## src/rtl/core/vlrc_pkg.sv

```systemverilog
// ----------------------------------------------------------------------------
// vlrc_pkg: shared types and constants of the neighbor-list rebuild check
// Field widths, command and status bundles between controller and datapath.
// ----------------------------------------------------------------------------
package vlrc_pkg;

	// Number of displacement components that enter the length (2 or 3)
	localparam int DIMS = 3;
	localparam int DIM_W = (DIMS > 1) ? $clog2(DIMS) : 1;

	// Field widths
	localparam int COMP_W = 24;              // signed displacement component
	localparam int MAG_W = COMP_W + 1;       // |now - prev|, unsigned
	localparam int SUM_W = 2 * MAG_W;        // sum of squares
	localparam int MOVE_W = MAG_W;           // square root of the sum
	localparam int SKIN_W = 24;
	localparam int CNT_W = 16;
	localparam int CFG_W = 24;
	localparam int CFG_IDX_W = 2;

	// Square root: two radicand bits per step
	localparam int ROOT_STEPS = SUM_W / 2;
	localparam int ROOT_CNT_W = $clog2(ROOT_STEPS);
	localparam int REM_W = MOVE_W + 1;

	// Register indexes
	localparam logic [CFG_IDX_W-1:0] REG_SKIN_SIZE = 2'd0;
	localparam logic [CFG_IDX_W-1:0] REG_EVERY_STEPS = 2'd1;

	localparam logic [CNT_W-1:0] CNT_MAX = {CNT_W{1'b1}};

	// Controller to datapath
	typedef struct packed {
		logic             capture;     // latch request, form component magnitudes
		logic             mul;         // square one component
		logic             acc;         // add the square into the sum
		logic [DIM_W-1:0] dim;         // component being squared
		logic             root_start;  // launch the square root
		logic             update;      // top-two update and threshold compare
		logic             emit;        // load the result register, end the step
	} cmd_t;

	// Datapath to controller
	typedef struct packed {
		logic measure;    // displacement criterion active and not yet decided
		logic last;       // current request closes the time step
		logic root_done;  // square root finished this cycle
		logic out_free;   // result register can take a new result
	} stat_t;

endpackage

```

## src/rtl/core/verlet_list_rebuild_check_top.sv

```systemverilog
// ----------------------------------------------------------------------------
// verlet_list_rebuild_check_top: neighbor-list skin rebuild criterion
// Tracks the two largest particle moves of a time step and decides whether
// the neighbor list has to be rebuilt, or rebuilds on a fixed period.
// ----------------------------------------------------------------------------
// Usage:
//  - Input channel (in_valid / in_stall): one request per particle, carrying
//    its current and stored displacement; last_of_step marks the final one.
//  - Output channel (out_valid / out_stall): one result per time step, given
//    after the request marked last_of_step.
//  - Config port (cfg_we, cfg_index, cfg_data): skin_size at index 0,
//    every_steps at index 1; write only while the block is idle.
//  - Timing: a measured request runs through the shared squarer, one
//    component after another, and then the
//    two-bit-per-cycle square root of the 50-bit sum of squares. In period
//    mode, or once the step is decided, a request skips both; the last
//    request of a step also loads the result. One request is in work at a time.
//  - The result sits in an output register; the block goes on taking
//    requests while it waits, and holds off only when a new result is due.
//  - Reset clears the config registers, the tracked moves, the decision and
//    the step counter; no result is pending after reset.
// ----------------------------------------------------------------------------
module verlet_list_rebuild_check_top (
	input  logic                              clk,
	input  logic                              arst_n,
	input  logic                              cfg_we,
	input  logic [vlrc_pkg::CFG_IDX_W-1:0]    cfg_index,
	input  logic [vlrc_pkg::CFG_W-1:0]        cfg_data,
	input  logic                              in_valid,
	output logic                              in_stall,
	input  logic signed [vlrc_pkg::COMP_W-1:0] disp_now_x,
	input  logic signed [vlrc_pkg::COMP_W-1:0] disp_now_y,
	input  logic signed [vlrc_pkg::COMP_W-1:0] disp_now_z,
	input  logic signed [vlrc_pkg::COMP_W-1:0] disp_prev_x,
	input  logic signed [vlrc_pkg::COMP_W-1:0] disp_prev_y,
	input  logic signed [vlrc_pkg::COMP_W-1:0] disp_prev_z,
	input  logic                              last_of_step,
	output logic                              out_valid,
	input  logic                              out_stall,
	output logic                              rebuild,
	output logic [vlrc_pkg::CNT_W-1:0]        steps_since_rebuild,
	output logic [vlrc_pkg::MOVE_W-1:0]       largest_move,
	output logic [vlrc_pkg::MOVE_W-1:0]       second_move
);
	import vlrc_pkg::*;

	cmd_t  cmd;
	stat_t stat;

	// Sequencer
	vlrc_ctrl u_ctrl (
		.clk      (clk),
		.arst_n   (arst_n),
		.in_valid (in_valid),
		.in_stall (in_stall),
		.stat     (stat),
		.cmd      (cmd)
	);

	// Registers and arithmetic
	vlrc_datapath u_datapath (
		.clk                 (clk),
		.arst_n              (arst_n),
		.cfg_we              (cfg_we),
		.cfg_index           (cfg_index),
		.cfg_data            (cfg_data),
		.disp_now_x          (disp_now_x),
		.disp_now_y          (disp_now_y),
		.disp_now_z          (disp_now_z),
		.disp_prev_x         (disp_prev_x),
		.disp_prev_y         (disp_prev_y),
		.disp_prev_z         (disp_prev_z),
		.last_of_step        (last_of_step),
		.cmd                 (cmd),
		.stat                (stat),
		.out_valid           (out_valid),
		.out_stall           (out_stall),
		.rebuild             (rebuild),
		.steps_since_rebuild (steps_since_rebuild),
		.largest_move        (largest_move),
		.second_move         (second_move)
	);

endmodule

```

## src/rtl/core/vlrc_isqrt.sv

```systemverilog
// ----------------------------------------------------------------------------
// vlrc_isqrt: iterative integer square root
// Restoring digit-by-digit floor square root, two radicand bits per cycle.
// ----------------------------------------------------------------------------
module vlrc_isqrt (
	input  logic                      clk,
	input  logic                      arst_n,
	input  logic                      start,
	input  logic [vlrc_pkg::SUM_W-1:0] radicand,
	output logic                      done,
	output logic [vlrc_pkg::MOVE_W-1:0] root
);
	import vlrc_pkg::*;

	logic                  busy_q;
	logic                  done_q;
	logic [ROOT_CNT_W-1:0] cnt_q;
	logic [SUM_W-1:0]      rad_q;
	logic [REM_W-1:0]      rem_q;
	logic [MOVE_W-1:0]     root_q;

	logic [REM_W+1:0] rem_sh;
	logic [REM_W+1:0] trial;
	logic             fits;

	// One digit: bring down two bits, try (4*root + 1)
	always_comb begin
		rem_sh = {rem_q, rad_q[SUM_W-1 -: 2]};
		trial  = {1'b0, root_q, 2'b01};
		fits   = (rem_sh >= trial);
	end

	// Control
	always_ff @(posedge clk or negedge arst_n) begin
		if (!arst_n) begin
			busy_q <= 1'b0;
			done_q <= 1'b0;
			cnt_q  <= '0;
		end else begin
			done_q <= 1'b0;
			if (start) begin
				busy_q <= 1'b1;
				cnt_q  <= ROOT_CNT_W'(ROOT_STEPS - 1);
			end else if (busy_q) begin
				cnt_q <= cnt_q - 1'b1;
				if (cnt_q == '0) begin
					busy_q <= 1'b0;
					done_q <= 1'b1;
				end
			end
		end
	end

	// Datapath
	always_ff @(posedge clk) begin
		if (start) begin
			rad_q  <= radicand;
			rem_q  <= '0;
			root_q <= '0;
		end else if (busy_q) begin
			rad_q <= {rad_q[SUM_W-3:0], 2'b00};
			if (fits) begin
				rem_q  <= REM_W'(rem_sh - trial);
				root_q <= {root_q[MOVE_W-2:0], 1'b1};
			end else begin
				rem_q  <= rem_sh[REM_W-1:0];
				root_q <= {root_q[MOVE_W-2:0], 1'b0};
			end
		end
	end

	assign done = done_q;
	assign root = root_q;

endmodule

```

## src/rtl/core/vlrc_datapath.sv

```systemverilog
// ----------------------------------------------------------------------------
// vlrc_datapath: registers and arithmetic of the rebuild check
// Config registers, component magnitudes, shared multiplier, sum of squares,
// square root, top-two tracking, step counter and result register.
// ----------------------------------------------------------------------------
module vlrc_datapath (
	input  logic                              clk,
	input  logic                              arst_n,
	input  logic                              cfg_we,
	input  logic [vlrc_pkg::CFG_IDX_W-1:0]    cfg_index,
	input  logic [vlrc_pkg::CFG_W-1:0]        cfg_data,
	input  logic signed [vlrc_pkg::COMP_W-1:0] disp_now_x,
	input  logic signed [vlrc_pkg::COMP_W-1:0] disp_now_y,
	input  logic signed [vlrc_pkg::COMP_W-1:0] disp_now_z,
	input  logic signed [vlrc_pkg::COMP_W-1:0] disp_prev_x,
	input  logic signed [vlrc_pkg::COMP_W-1:0] disp_prev_y,
	input  logic signed [vlrc_pkg::COMP_W-1:0] disp_prev_z,
	input  logic                              last_of_step,
	input  vlrc_pkg::cmd_t                    cmd,
	output vlrc_pkg::stat_t                   stat,
	output logic                              out_valid,
	input  logic                              out_stall,
	output logic                              rebuild,
	output logic [vlrc_pkg::CNT_W-1:0]        steps_since_rebuild,
	output logic [vlrc_pkg::MOVE_W-1:0]       largest_move,
	output logic [vlrc_pkg::MOVE_W-1:0]       second_move
);
	import vlrc_pkg::*;

	// Configuration
	logic [SKIN_W-1:0] skin_q;
	logic [CNT_W-1:0]  every_q;

	// Per-request state
	logic [MAG_W-1:0] mag_q [DIMS];
	logic             last_q;
	logic [SUM_W-1:0] prod_s1;
	logic [SUM_W-1:0] sum_q;

	// Per-step state
	logic [MOVE_W-1:0] top_q;
	logic [MOVE_W-1:0] runner_q;
	logic              decided_q;
	logic [CNT_W-1:0]  cnt_q;

	// Result register
	logic              out_valid_q;
	logic              rebuild_q;
	logic [CNT_W-1:0]  steps_q;
	logic [MOVE_W-1:0] largest_q;
	logic [MOVE_W-1:0] second_q;

	logic signed [COMP_W-1:0] now_a  [3];
	logic signed [COMP_W-1:0] prev_a [3];
	logic signed [MAG_W-1:0]  diff_a [DIMS];
	logic [MAG_W-1:0]         abs_a  [DIMS];

	logic              root_done;
	logic [MOVE_W-1:0] root;

	logic [MOVE_W-1:0] top_n;
	logic [MOVE_W-1:0] runner_n;
	logic [MOVE_W:0]   pair_sum;

	logic              period_mode;
	logic              rebuild_n;
	logic [CNT_W-1:0]  cnt_n;

	// Config writes; unknown indexes are dropped
	always_ff @(posedge clk or negedge arst_n) begin
		if (!arst_n) begin
			skin_q  <= '0;
			every_q <= '0;
		end else if (cfg_we) begin
			case (cfg_index)
				REG_SKIN_SIZE:   skin_q  <= cfg_data[SKIN_W-1:0];
				REG_EVERY_STEPS: every_q <= cfg_data[CNT_W-1:0];
				default: ;
			endcase
		end
	end

	// Component magnitudes |now - prev|
	always_comb begin
		now_a[0]  = disp_now_x;
		now_a[1]  = disp_now_y;
		now_a[2]  = disp_now_z;
		prev_a[0] = disp_prev_x;
		prev_a[1] = disp_prev_y;
		prev_a[2] = disp_prev_z;
		for (int d = 0; d < DIMS; d++) begin
			diff_a[d] = MAG_W'(now_a[d]) - MAG_W'(prev_a[d]);
			abs_a[d]  = diff_a[d][MAG_W-1] ? MAG_W'(-diff_a[d]) : MAG_W'(diff_a[d]);
		end
	end

	always_ff @(posedge clk) begin
		if (cmd.capture) begin
			for (int d = 0; d < DIMS; d++) begin
				mag_q[d] <= abs_a[d];
			end
			last_q <= last_of_step;
		end
	end

	// Shared squarer, then accumulate
	always_ff @(posedge clk) begin
		if (cmd.mul) begin
			prod_s1 <= mag_q[cmd.dim] * mag_q[cmd.dim];
		end
		if (cmd.capture) begin
			sum_q <= '0;
		end else if (cmd.acc) begin
			sum_q <= sum_q + prod_s1;
		end
	end

	vlrc_isqrt u_isqrt (
		.clk      (clk),
		.arst_n   (arst_n),
		.start    (cmd.root_start),
		.radicand (sum_q),
		.done     (root_done),
		.root     (root)
	);

	// Top-two update; old maximum drops to second place
	always_comb begin
		if (root > top_q) begin
			top_n    = root;
			runner_n = top_q;
		end else if (root > runner_q) begin
			top_n    = top_q;
			runner_n = root;
		end else begin
			top_n    = top_q;
			runner_n = runner_q;
		end
		pair_sum = {1'b0, top_n} + {1'b0, runner_n};
	end

	// End-of-step decision and counter
	always_comb begin
		period_mode = (every_q != '0);
		if (period_mode) begin
			rebuild_n = (cnt_q == '0) || (cnt_q == every_q);
		end else begin
			rebuild_n = decided_q;
		end
		if (rebuild_n) begin
			cnt_n = CNT_W'(1);
		end else if (cnt_q != CNT_MAX) begin
			cnt_n = cnt_q + 1'b1;
		end else begin
			cnt_n = cnt_q;
		end
	end

	// Step state
	always_ff @(posedge clk or negedge arst_n) begin
		if (!arst_n) begin
			top_q     <= '0;
			runner_q  <= '0;
			decided_q <= 1'b0;
			cnt_q     <= '0;
		end else if (cmd.emit) begin
			top_q     <= '0;
			runner_q  <= '0;
			decided_q <= 1'b0;
			cnt_q     <= cnt_n;
		end else if (cmd.update) begin
			top_q    <= top_n;
			runner_q <= runner_n;
			if (pair_sum >= (MOVE_W+1)'(skin_q)) begin
				decided_q <= 1'b1;
			end
		end
	end

	// Result register
	always_ff @(posedge clk or negedge arst_n) begin
		if (!arst_n) begin
			out_valid_q <= 1'b0;
		end else if (cmd.emit) begin
			out_valid_q <= 1'b1;
		end else if (!out_stall) begin
			out_valid_q <= 1'b0;
		end
	end

	always_ff @(posedge clk) begin
		if (cmd.emit) begin
			rebuild_q <= rebuild_n;
			steps_q   <= cnt_n;
			largest_q <= top_q;
			second_q  <= runner_q;
		end
	end

	// Status to controller
	always_comb begin
		stat.measure   = !period_mode && !decided_q;
		stat.last      = last_q;
		stat.root_done = root_done;
		stat.out_free  = !out_valid_q || !out_stall;
	end

	assign out_valid           = out_valid_q;
	assign rebuild             = rebuild_q;
	assign steps_since_rebuild = steps_q;
	assign largest_move        = largest_q;
	assign second_move         = second_q;

	// Checks
	a_top_order: assert property (@(posedge clk) disable iff (!arst_n)
		runner_q <= top_q)
		else $error("second largest move exceeds largest move");

	a_emit_free: assert property (@(posedge clk) disable iff (!arst_n)
		cmd.emit |-> (!out_valid_q || !out_stall))
		else $error("result loaded over an unaccepted result");

	a_root_latency: assert property (@(posedge clk) disable iff (!arst_n)
		cmd.root_start |=> !root_done)
		else $error("square root finished too early");

endmodule

```

## src/rtl/core/vlrc_ctrl.sv

```systemverilog
// ----------------------------------------------------------------------------
// vlrc_ctrl: sequencer of the rebuild check
// Accepts one request; if measured, steps the squarer over the components,
// runs the square root, updates the top-two tracking; emits at step end.
// ----------------------------------------------------------------------------
module vlrc_ctrl (
	input  logic            clk,
	input  logic            arst_n,
	input  logic            in_valid,
	output logic            in_stall,
	input  vlrc_pkg::stat_t stat,
	output vlrc_pkg::cmd_t  cmd
);
	import vlrc_pkg::*;

	localparam logic [2:0] ST_IDLE      = 3'd0;
	localparam logic [2:0] ST_CHECK     = 3'd1;
	localparam logic [2:0] ST_MUL       = 3'd2;
	localparam logic [2:0] ST_ACC       = 3'd3;
	localparam logic [2:0] ST_ROOT_GO   = 3'd4;
	localparam logic [2:0] ST_ROOT_WAIT = 3'd5;
	localparam logic [2:0] ST_UPDATE    = 3'd6;
	localparam logic [2:0] ST_EMIT      = 3'd7;

	localparam logic [DIM_W-1:0] DIM_LAST = DIM_W'(DIMS - 1);

	logic [2:0]       state_q;
	logic [2:0]       state_n;
	logic [DIM_W-1:0] dim_q;

	// Next state and commands
	always_comb begin
		state_n        = state_q;
		cmd            = '0;
		cmd.dim        = dim_q;
		case (state_q)
			ST_IDLE: begin
				if (in_valid) begin
					cmd.capture = 1'b1;
					state_n     = ST_CHECK;
				end
			end
			ST_CHECK: begin
				if (stat.measure) begin
					state_n = ST_MUL;
				end else if (stat.last) begin
					state_n = ST_EMIT;
				end else begin
					state_n = ST_IDLE;
				end
			end
			ST_MUL: begin
				cmd.mul = 1'b1;
				state_n = ST_ACC;
			end
			ST_ACC: begin
				cmd.acc = 1'b1;
				if (dim_q == DIM_LAST) begin
					state_n = ST_ROOT_GO;
				end else begin
					state_n = ST_MUL;
				end
			end
			ST_ROOT_GO: begin
				cmd.root_start = 1'b1;
				state_n        = ST_ROOT_WAIT;
			end
			ST_ROOT_WAIT: begin
				if (stat.root_done) begin
					state_n = ST_UPDATE;
				end
			end
			ST_UPDATE: begin
				cmd.update = 1'b1;
				if (stat.last) begin
					state_n = ST_EMIT;
				end else begin
					state_n = ST_IDLE;
				end
			end
			ST_EMIT: begin
				if (stat.out_free) begin
					cmd.emit = 1'b1;
					state_n  = ST_IDLE;
				end
			end
			default: begin
				state_n = ST_IDLE;
			end
		endcase
	end

	// State and component counter
	always_ff @(posedge clk or negedge arst_n) begin
		if (!arst_n) begin
			state_q <= ST_IDLE;
			dim_q   <= '0;
		end else begin
			state_q <= state_n;
			if (state_q == ST_CHECK) begin
				dim_q <= '0;
			end else if (state_q == ST_ACC && dim_q != DIM_LAST) begin
				dim_q <= dim_q + 1'b1;
			end
		end
	end

	assign in_stall = (state_q != ST_IDLE);

	// Checks
	a_emit_end: assert property (@(posedge clk) disable iff (!arst_n)
		cmd.emit |=> state_q == ST_IDLE)
		else $error("sequencer did not return to idle after a result");

	a_root_wait: assert property (@(posedge clk) disable iff (!arst_n)
		stat.root_done |-> state_q == ST_ROOT_WAIT)
		else $error("square root result arrived outside its wait state");

	a_dim_range: assert property (@(posedge clk) disable iff (!arst_n)
		dim_q <= DIM_LAST)
		else $error("component counter out of range");

endmodule

```

## config.mk

```make
export PLATFORM = sky130hd
export DESIGN_NAME = verlet_list_rebuild_check_top
export DESIGN_NICKNAME = d
export VERILOG_FILES = /design/src/rtl/core/vlrc_pkg.sv /design/src/rtl/core/verlet_list_rebuild_check_top.sv /design/src/rtl/core/vlrc_isqrt.sv /design/src/rtl/core/vlrc_datapath.sv /design/src/rtl/core/vlrc_ctrl.sv
export SDC_FILE = /design/constraint.sdc
export NUM_CORES = 2
export LEC_CHECK = 0
export ABC_AREA = 1
export BUFFER_PORTS_ARGS = -buffer_cell sky130_fd_sc_hd__buf_2
export CELL_PAD_IN_SITES_DETAIL_PLACEMENT = 0
export CELL_PAD_IN_SITES_GLOBAL_PLACEMENT = 1
export CORE_MARGIN = 2
export CORE_UTILIZATION = 25
export CTS_BUF_LIST = sky130_fd_sc_hd__clkbuf_16
export DETAILED_ROUTE_END_ITERATION = 7
export GPL_TIMING_DRIVEN = 0
export MAX_ROUTING_LAYER = met4
export PLACE_DENSITY_LB_ADDON = 0.1
export SYNTH_ARGS = -nofsm -noshare
export SYNTH_HDL_FRONTEND = slang
export SYNTH_SLANG_ARGS = --single-unit
```

## constraint.sdc

```tcl
create_clock -name clk -period 21.1 [get_ports clk]
set_clock_uncertainty 0.05 [all_clocks]
set_input_delay 3.165 -clock clk [delete_from_list [all_inputs] [get_ports clk]]
set_output_delay 3.165 -clock clk [all_outputs]
set_load 0.1 [all_outputs]
```

==> summary.md <==
| Metric | Value |
|---|---|
| Outcome | completed |
| CP most frequent cell | fa_1 |
| Worst slew margin | just under 3% |
| Period minus WS final | 9.66 ns |
| Drt first pass iters | 7 |
| Worst-Margin Slew | 1.44 ns |
| Overflow left after global routing | 0 |
| Largest stage delay on the critical path | around 0.7 ns |
| Register area | around 12000 um^2 |
| Post-DP Area | 56400 um^2 |
| Period utilisation layout | 45.8% |
| Asr flop ratio synth | ~26% |
| DRT iter0 DRCs | 2271 |
| Die height | approximately 460 um |
| Post-route DRC | 0 |
| Most used DFF post-synth | edfxtp_1 |
| Io pins | between 200 and 250 |
| Total GRT Usage | between 10% and 20% |
| Sequential share of the synthesized area | 23.8% |
| Worst Path Required | about 21 ns |
| Avg Inst Size Synth | around 7.6 um^2 |
| Peak Freq | roughly 100 MHz |
| Largest net degree at the start of global routing | between 70 and 80 |
| Final Hold Viols | 0 |
| Worst EP arrival | ~10 ns |
| Mapped Cells | 6774 |
| Initial antenna violation count | 3 |
| Final wirelength | about 190000 um |
| Max-cap violations | 0 |
| Final setup viols | 0 |
| Number of global-route vias before repair | 45997 |
| Post-synth EDFFs | 242 |
| CTS tree | done |
| Final GP Congestion | a little under 0.9 |
| Synth warn | 0 |
| Drt via density | around 4.4 |
| Post-CTS setup buffers | 0 |
| Post-synth top area share | between 10% and 20% |
| CP Launch Type | flip-flop |
| CORE AREA | slightly above 200000 um^2 |
| Die W | between 400 and 500 um |
| Commonest cells in the netlist | nand2_1, inv_1, nor2_1 |
| Yosys top cell by area | fa_1 |
| Top-count cell post-synth | nand2_1 |
| Reg clk slew, reported paths | around 0.06 ns |
| Area of the multi-input gates | between 30000 and 40000 um^2 |
| Fin area | slightly below 60000 um^2 |
| Top cells by area, synth | fa_1, edfxtp_1, nand2_1 |
| DP HPWL | 161000 um |
| Syn nets | just under 8000 |
| Layout cells sized above 1 | about 7.5% |
| CTS buffer count | 61 |
| IO buf count | 244 |
| Die area | 210000 um^2 |
| Via count | 43686 |
| Post-CTS sizing | 0 |
| Clock tree buffer depth | 3 |
| Fillers | approximately 23000 |
| Final Max Tran Viols | 0 |
| Tightest Hold Check Type | flip-flop to flip-flop |
| Post-CTS Hold Fix Bufs | 0 |
| #FFs+latches synth | around 460 |
| Fin nets | slightly above 8000 |
| Clock Root Buffer | clkbuf_16 |
| Starting Density | between 20% and 30% |
| Setup crit end kind | flip-flop |
| H-tree depth | 2 |
| Synthesis-to-layout area growth | 13.1% |
| Worst-path fanout max | 10 |
| Mapped Area | 51600 um^2 |
| Worst-Skew Late Latency | around 0.7 ns |
| CP Class | flip-flop to flip-flop |
| DR WL/cell | 19.3 um |
| # clock sinks | about 460 |
| First-pass GRT wire length | just under 300000 um |
| Synth unique cells | 63 |
| Slowest stage cell, crit path | clkinv_1 |
| RSZ-0062 raised after global routing | no |
| # rows | around 170 |
| Routed Antenna Nets | 0 |
| Setup TNS | 0 ns |
[critical path: cells and delay by family, from the launching register on]
family          cells  cell delay (ns)
buf+inv             8             2.17
xor+xnor            1             0.15
compound gates      8             2.18
fa+ha+maj           8             4.00
flops               1             0.46
simple gates        1             0.38
[stage by stage]
stage / utilization [%] / instances / setup slack, ns / hold slack (ns)
6_report: 28.5 / 9832 / 11.44 / 0.427
4_1_cts: 28.5 / 9829 / 11.33 / 0.427
5_1_grt: 28.5 / 9831 / 11.07 / 0.433
2_1_floorplan: - / 6774 / 14.02 / 0.375
3_5_place_dp: 27.5 / 9714 / 11.36 / 0.412
3_3_place_gp: 27.4 / 9706 / 11.34 / 0.416
[cell families after synthesis]
group                    after synthesis  share of synthesized area, %
AND/OR/NAND/NOR                     2683                          21.9
buffers and inverters               1617                          11.9
AO/OA/AOI/OAI                        910                          10.2
adder cells (fa/ha/maj)              907                          28.8
flip-flops                           463                          23.8
XOR/XNOR                             193                          3.38
multiplexers                           1                        0.0218
[path summary, 6_finish.rpt]
check                      slack (ns)                  from                           to  cells after the start
max in group asynchronous       17.72                arst_n      u_datapath.u_isqrt.done                      2
hold / removal                   0.43  u_datapath.top_q[11]  u_datapath.largest_move[11]                      0
hold reg to reg                  0.43  u_datapath.top_q[11]  u_datapath.largest_move[11]                      0
setup / recovery                11.44       u_ctrl.dim_q[0]       u_datapath.prod_s1[41]                     26
min in group asynchronous        2.41                arst_n         u_datapath.cnt_q[14]                      1
setup reg to reg                11.44       u_ctrl.dim_q[0]       u_datapath.prod_s1[41]                     26
[flip-flops by register name, indices dropped and copies added, names as in the netlist, 16 cells and up]
register	count
u_datapath.steps_since_rebuild	16
u_datapath.largest_move	25
u_datapath.cnt_q	16
u_datapath.u_isqrt.rem_q	26
u_datapath.runner_q	25
u_datapath.every_q	16
u_datapath.mag_q	75
u_datapath.u_isqrt.root	25
u_datapath.u_isqrt.rad_q	50
u_datapath.skin_q	24
u_datapath.second_move	25
u_datapath.prod_s1	49
u_datapath.sum_q	50
u_datapath.top_q	25
[cell usage in the layout (no fill, tap or decap), types with 27 or more instances in the layout]
cell type	n
xor2_1	116
ha_1	437
xnor2_1	73
o211ai_1	55
o21ai_1	35
edfxtp_1	242
o21ai_0	298
dfrtp_1	120
a31oi_1	28
clkbuf_16	64
and2_1	27
nor2_1	601
fa_1	470
nand2_1	1462
a21o_1	27
nor3_1	59
buf_2	271
or2_2	35
dfxtp_1	101
inv_1	1470
clkbuf_1	77
nand3_1	309
nand4_1	86
a21oi_1	308
o21bai_1	56
[final cells by class]
class	count	area share [%]
antenna	3	0.0129
tap	2688	5.76
inverter	1494	9.61
timing repair buffer	252	2.36
sequential	463	21.1
clock buffer	64	2.74
buffer	123	0.918
clock inverter	51	0.686
multi-input combinational	4694	56.8
[per-layer routing]
layer	vias to the layer above	track usage, %	part of all wire [%]	wire length, um
li1	21945	-	-	-
met1	20921	24.8	48	90900
met2	668	30.7	47	89800
met3	152	1.50	2.8	5240
met4	0	3.75	2.0	3890
met5	-	-	0	0
Power is not shown: default switching activity piles up to over one toggle a cycle in this logic, so the estimate is an artifact.
